==> config.mk <==
export PLATFORM = sky130hd
export DESIGN_NAME = wrem_front_flat
export DESIGN_NICKNAME = d
export VERILOG_FILES = /design/src/rtl/core/wrem_pkg.sv /design/src/rtl/core/wrem_if.sv /design/src/rtl/core/wrem_front.sv /design/src/flat_wrapper.sv
export SDC_FILE = /design/constraint.sdc
export NUM_CORES = 1
export LEC_CHECK = 0
export ABC_AREA = 1
export ABC_CLOCK_PERIOD_IN_PS = 7100
export BUFFER_PORTS_ARGS = -buffer_cell sky130_fd_sc_hd__buf_2
export CAP_MARGIN = 20
export CORE_ASPECT_RATIO = 0.75
export CORE_MARGIN = 2
export CORE_UTILIZATION = 62
export CTS_CLUSTER_SIZE = 28
export DETAILED_ROUTE_END_ITERATION = 6
export GPL_TIMING_DRIVEN = 0
export PLACE_DENSITY_LB_ADDON = 0.12
export SLEW_MARGIN = 20
export SYNTH_ARGS = -nofsm -noshare
export SYNTH_HDL_FRONTEND = slang
export SYNTH_SLANG_ARGS = --single-unit
==> constraint.sdc <==
create_clock -name i_clk -period 7.1 [get_ports i_clk]
set_input_delay 1.065 -clock i_clk [delete_from_list [all_inputs] [get_ports i_clk]]
set_output_delay 1.065 -clock i_clk [all_outputs]
set_load 0.05 [all_outputs]
==> src/rtl/core/wrem_pkg.sv <==
// Package: widths, constants and shared types for the relative error mean block.
`timescale 1ns / 1ps
package wrem_pkg;
    localparam int DEF_NUM_BINS = 16;
    localparam logic [15:0] WEIGHT_ONE = 16'd256;
    localparam logic FUNC_SAMPLE = 1'b0;
    localparam logic FUNC_LOAD = 1'b1;

    typedef struct packed {
        logic        func;
        logic [15:0] ref_sample;
        logic [15:0] sim_sample;
        logic [16:0] aniso_value;
        logic        in_mask;
        logic        last_sample;
        logic [3:0]  bin_index;
        logic [15:0] bin_weight;
    } t_in_req;

    typedef struct packed {
        logic [31:0] mean_error;
        logic [31:0] sample_total;
        logic        no_valid_samples;
    } t_out_req;

    // front -> back queue entry
    typedef struct packed {
        logic        count;
        logic        last;
        logic [15:0] ad;
        logic [14:0] refv;
        logic [31:0] w2;
        logic        weighted;
    } t_job;
endpackage

==> src/rtl/core/wrem_if.sv <==
// Valid/ready stream interfaces for input and result requests.
`timescale 1ns / 1ps
interface wrem_in_if import wrem_pkg::*; ();
    logic    valid;
    logic    ready;
    t_in_req data;
    modport source (output valid, output data, input ready);
    modport sink (input valid, input data, output ready);
endinterface


==> src/rtl/core/wrem_front.sv <==
// Front end: weight table, sample classification, job queue.
`timescale 1ns / 1ps
module wrem_front import wrem_pkg::*; #(
    parameter int NUM_BINS = DEF_NUM_BINS
) (
    input  logic       i_clk,
    input  logic       i_rst_n,
    input  logic       i_cfg_weight,
    wrem_in_if.sink    s_in,
    output logic       o_job_valid,
    output t_job       o_job,
    input  logic       i_job_pop
);
    localparam int BW = (NUM_BINS > 1) ? $clog2(NUM_BINS) : 1;
    localparam int DEPTH = 2;

    logic [15:0] r_tab [NUM_BINS];
    logic [NUM_BINS-1:0] r_tab_vld;
    t_job r_q [DEPTH];
    logic r_wp, r_rp;
    logic [1:0] r_cnt;
    t_job r_s_job;
    logic r_s_vld;
    logic [15:0] r_s_w;

    t_in_req d;
    logic signed [15:0] rs, ss;
    logic signed [16:0] diff;
    logic [16:0] adf;
    logic [BW+16:0] prod;
    logic [BW-1:0] bin;
    logic cnt_ok;
    t_job job, q_job;
    logic take;

    assign d = s_in.data;
    assign rs = d.ref_sample;
    assign ss = d.sim_sample;
    // stage plus queue hold at most DEPTH requests
    assign s_in.ready = ((r_cnt + 2'(r_s_vld)) < 2'(DEPTH));
    assign take = s_in.valid && s_in.ready && d.func == FUNC_SAMPLE;

    always_comb begin
        diff = 17'(ss) - 17'(rs);
        adf = diff[16] ? 17'(-diff) : 17'(diff);
        prod = (BW+17)'(d.aniso_value) * (BW+17)'(NUM_BINS);
        if (prod[BW+16:16] > (BW+1)'(NUM_BINS - 1)) begin
            bin = BW'(NUM_BINS - 1);
        end else begin
            bin = prod[BW+15:16];
        end
        cnt_ok = d.in_mask && !rs[15] && (rs != 16'sd0)
                 && (!i_cfg_weight || d.aniso_value != 17'd0);
        job.count = cnt_ok;
        job.last = d.last_sample;
        job.ad = adf[15:0];
        job.refv = d.ref_sample[14:0];
        job.w2 = '0;
        job.weighted = i_cfg_weight;
    end

    always_comb begin
        q_job = r_s_job;
        q_job.w2 = 32'(r_s_w) * 32'(r_s_w);
    end

    always_ff @(posedge i_clk) begin
        if (!i_rst_n) begin
            r_tab_vld <= '0;
        end else if (s_in.valid && s_in.ready && d.func == FUNC_LOAD
                     && 32'(d.bin_index) < NUM_BINS) begin
            r_tab_vld[BW'(d.bin_index)] <= 1'b1;
        end
    end

    always_ff @(posedge i_clk) begin
        if (s_in.valid && s_in.ready && d.func == FUNC_LOAD
            && 32'(d.bin_index) < NUM_BINS) begin
            r_tab[BW'(d.bin_index)] <= d.bin_weight;
        end
        if (take) begin
            r_s_job <= job;
            r_s_w <= r_tab_vld[bin] ? r_tab[bin] : WEIGHT_ONE;
        end
        if (r_s_vld) begin
            r_q[r_wp] <= q_job;
        end
    end

    always_ff @(posedge i_clk) begin
        if (!i_rst_n) begin
            r_s_vld <= 1'b0;
            r_wp <= 1'b0;
            r_rp <= 1'b0;
            r_cnt <= '0;
        end else begin
            r_s_vld <= take;
            if (r_s_vld) r_wp <= ~r_wp;
            if (i_job_pop) r_rp <= ~r_rp;
            r_cnt <= r_cnt + 2'(r_s_vld) - 2'(i_job_pop);
        end
    end

    assign o_job_valid = (r_cnt != 2'd0);
    assign o_job = r_q[r_rp];
endmodule

==> src/flat_wrapper.sv <==
// flat-port wrapper written by rule: the top's interface ports become plain ports
module wrem_front_flat import wrem_pkg::*;
#(
    parameter int NUM_BINS = DEF_NUM_BINS
)
  (i_clk, i_rst_n, i_cfg_weight, o_job_valid, o_job, i_job_pop, s_in_valid, s_in_data, s_in_ready);
  wrem_in_if s_in_i ();
  input  logic i_clk;
  input  logic i_rst_n;
  input  logic i_cfg_weight;
  output logic o_job_valid;
  output t_job o_job;
  input  logic i_job_pop;
  input wire logic [$bits(s_in_i.valid)-1:0] s_in_valid;
  input wire logic [$bits(s_in_i.data)-1:0] s_in_data;
  output wire logic [$bits(s_in_i.ready)-1:0] s_in_ready;
  assign s_in_i.valid = s_in_valid;
  assign s_in_i.data = s_in_data;
  assign s_in_ready = s_in_i.ready;
  wrem_front #(.NUM_BINS(NUM_BINS)) u_core (.i_clk(i_clk), .i_rst_n(i_rst_n), .i_cfg_weight(i_cfg_weight), .s_in(s_in_i), .o_job_valid(o_job_valid), .o_job(o_job), .i_job_pop(i_job_pop));
endmodule
==> key figures <==
Synthesis
  • Net count after synthesis: 2704
  • Yosys top cell area share: 50.4%
  • Number of distinct library cells after synthesis: 41
  • Yosys reg bits: 458
  • Post-synthesis cell area: 26000 µm²
  • Synthesized instance count: 2345
  • Synth area leader: edfxtp_1
  • Top cells by area, synth: edfxtp_1 (50%), fa_1 (13%), inv_1 (5.7%), ha_1 (5.7%), nand2_1 (4.6%)
  • YS warnings: 0
  • Syn avg cell area: 11.1 µm²
  • Post-synthesis sequential area ratio: 52.1%

Critical path
  • R2R Setup Slk: 380 ps
  • WP data required: 7430 ps
  • Critical path fanouts, max: 10
  • WS Path Type: flop to flop
  • Worst R2R Path Depth: 23
  • Crit path DAT: 7050 ps
  • CP Launch Type: flop
  • Critical Path Sink Type: flop

Clocking
  • Post-CTS Repair Setup Buffers: 0
  • Hold buffer count at CTS: 0
  • TritonCTS clock tree: yes
  • Clk root buf: clkbuf_16
  • Maximum clock insertion buffer count: 3
  • Clk slew on worst S/H paths: 60 ps
  • Sink Count: 458
  • Post-CTS sizing: 0
  • Clk Latency, worst-skew pair: 590 ps
  • Cts bufs inserted: 45
  • H-tree depth: 2

Timing
  • Setup TNS: 0 ps
  • Fmax: 0.149 GHz
  • Max-slew violation total from the final report: 0
  • Setup violators final: 0
  • RSZ-0062 raised after global routing: false
  • Period utilisation layout: 94.7%
  • Max-slew headroom: 27.6%
  • Slew @ Worst Pin: 1090 ps
  • Crit path time final: 6720 ps
  • Final hold viol count: 0
  • PnR worst setup slack: 376 ps
  • Fin Clk Skew: 41.5 ps

GRT
  • Tot GR Track Use: 29.9%
  • First-pass GRT wire length: 99500 µm
  • Total global routing overflow: 0
  • Antenna violations before repair: 1
  • Vias in the first global route: 18500
  • Largest net degree at the start of global routing: 56

Route
  • Vias: 18100
  • Detailed-route DRC error count: 0
  • DRT Wirelength: 62700 µm
  • Average wire per standard cell: 19.9 µm
  • DR pass1 iterations: 6
  • ANT nets after route: 0
  • Via/cell ratio: 5.76
  • Drt initial violations: 2236

Finish
  • Final non-filler cell area: 29200 µm²
  • Area Growth Syn to Fin: 12.4%
  • Share of cells above drive strength 1: 13.9%
  • Most frequent cells in the layout: edfxtp_1 (436), inv_1 (396), nand2_1 (315)
  • Final net count: 2913
  • Fin util: 71.1%
  • Commonest non-fill, non-tap cell in the layout: edfxtp_1

Power and ir drop
  • Static Leak: 12.6 nW
  • P_sw: 5.50 mW
  • Gate power share: 52.7%
  • Clock network power share: 18.2%
  • Sw frac: 42.7%
  • Maximum vdd ir drop: 0.751 mV
  • Pint: 7.39 mW
  • Register share of total power: 29.1%
  • PwrDens: 441 nW/µm²

Worst hold path
  • Hold WC Path Type: flop to flop
  • Hold path depth: 0

Placed design
  • Worst slack, placed: 431 ps
  • RD Place Congestion: 0.954
  • Dpl cell area: 27700 µm²
  • Port Buffer Count: 143
  • Hpwl dp: 46400 µm

Status
  • Status: complete, no violations

Floorplanning
  • Chip width: 240 µm
  • Initial Utilization: 63.2%
  • Core area: 41100 µm²
  • Die area: 43600 µm²
  • IO Count: 145
  • Die height: 181 µm
  • Row count: 64

Flow run
  • Max cap viols: 0
## power by group through the flow
| stage | clock network, mW | logic [mW] | registers (mW) |
|---|---|---|---|
| finish | 2.34 | 6.79 | 3.75 |
| global route | 2.48 | 7.66 | 3.76 |
| CTS | 2.37 | 6.74 | 3.75 |
| detailed placement | 0 | 6.69 | 3.81 |
| global placement | 0 | 6.51 | 3.81 |
| floorplan | 0 | 5.01 | 3.79 |
## critical path, cell delays in order, from the launching register on
cell	delay, ps
edfxtp_1	320
clkbuf_1	450
clkbuf_1	490
nand2_1	160
fa_1	630
inv_1	90
fa_1	560
fa_1	430
fa_1	470
fa_1	500
inv_1	60
fa_1	520
inv_1	40
ha_1	350
nand2_1	110
inv_1	60
nand2_1	70
nor2_1	230
nand4_1	210
nand3_1	270
a21o_1	190
nand3_1	90
nand3_1	90
nand2_1	80
## Yosys cell counts
library cell,n
edfxtp_1,436
inv_1,397
nand2_1,315
nor2_1,246
o21ai_0,165
fa_1,163
ha_1,119
mux2_2,65
clkbuf_1,64
nand3_1,55
a21oi_1,45
o221ai_1,34
o22ai_1,34
xor2_1,32
dfxtp_1,22
o21ai_1,19
xnor2_1,19
buf_2,18
nand4_1,14
nor3_1,11
nor4_1,9
buf_4,7
nand2_2,7
nor2_2,6
o211ai_1,6
o21bai_1,5
a21o_1,4
a31oi_1,4
buf_1,4
inv_2,3
nand3_2,3
or2_2,3
and2_1,2
xor2_2,2
a21boi_0,1
a31o_2,1
conb_1,1
nand3_4,1
nand3b_1,1
nor2_4,1
o21a_1,1
## cell families (layout without fill, tap and decap cells)
kind of cell	count (synthesis)	in the layout	synth area share, %
and+or+nand+nor	674	674	10.6
buffers and inverters	493	738	7.31
DFF	458	458	52.1
AOI/OAI and AO/OA	319	319	7.00
adders and majority gates	282	282	18.3
muxes	65	65	2.82
xor gates and xnor gates	53	53	1.84
other	1	2	0.0144
## layer usage
layer	vias up	GRT usage (%)	wire length, µm
met5	-	0	0
met2	963	46.0	28100
li1	8226	-	-
met4	0	6.41	1050
met1	8859	44.0	25900
met3	94	7.00	7600
## metrics by stage
step / hold slack [ps] / instances / total power, mW
finish: 447 / 3152 / 12.9
detailed placement: 432 / 3068 / 10.5
floorplan: 421 / 2345 / 8.81
CTS: 448 / 3151 / 12.9
global route: 456 / 3152 / 13.9
global placement: 422 / 3049 / 10.3
## registers in the layout, indices dropped and copies added (netlist names), named ones only
| register | flops |
|---|---|
| u_core.r_q | 130 |
| u_core.r_s_w | 16 |
| u_core.r_tab_vld | 16 |
| u_core.r_cnt | 2 |
| u_core.r_tab | 256 |
| u_core.r_s_vld | 1 |
| u_core.r_rp | 1 |
| u_core.r_wp | 1 |
| u_core.q_job | 34 |
## path summary, 6_finish.rpt
path	startpoint	to
max	u_core.r_s_w[10]	u_core.r_q[0][30]
min	u_core.q_job[46]	u_core.r_q[0][46]
max reg2reg	u_core.r_s_w[10]	u_core.r_q[0][30]
min reg2reg	u_core.q_job[46]	u_core.r_q[0][46]
## final cells by class
type / count / area (µm²)
sequential: 458 / 13500
fill: 2895 / 11900
multi-input combinational: 1394 / 10600
inverter: 400 / 1500
clock buffer: 61 / 1230
timing repair buffer: 162 / 1000
tap: 561 / 702
buffer: 93 / 398
clock inverter: 22 / 230
antenna: 1 / 2.50
No activity file was read; power rests on OpenSTA's default activity.
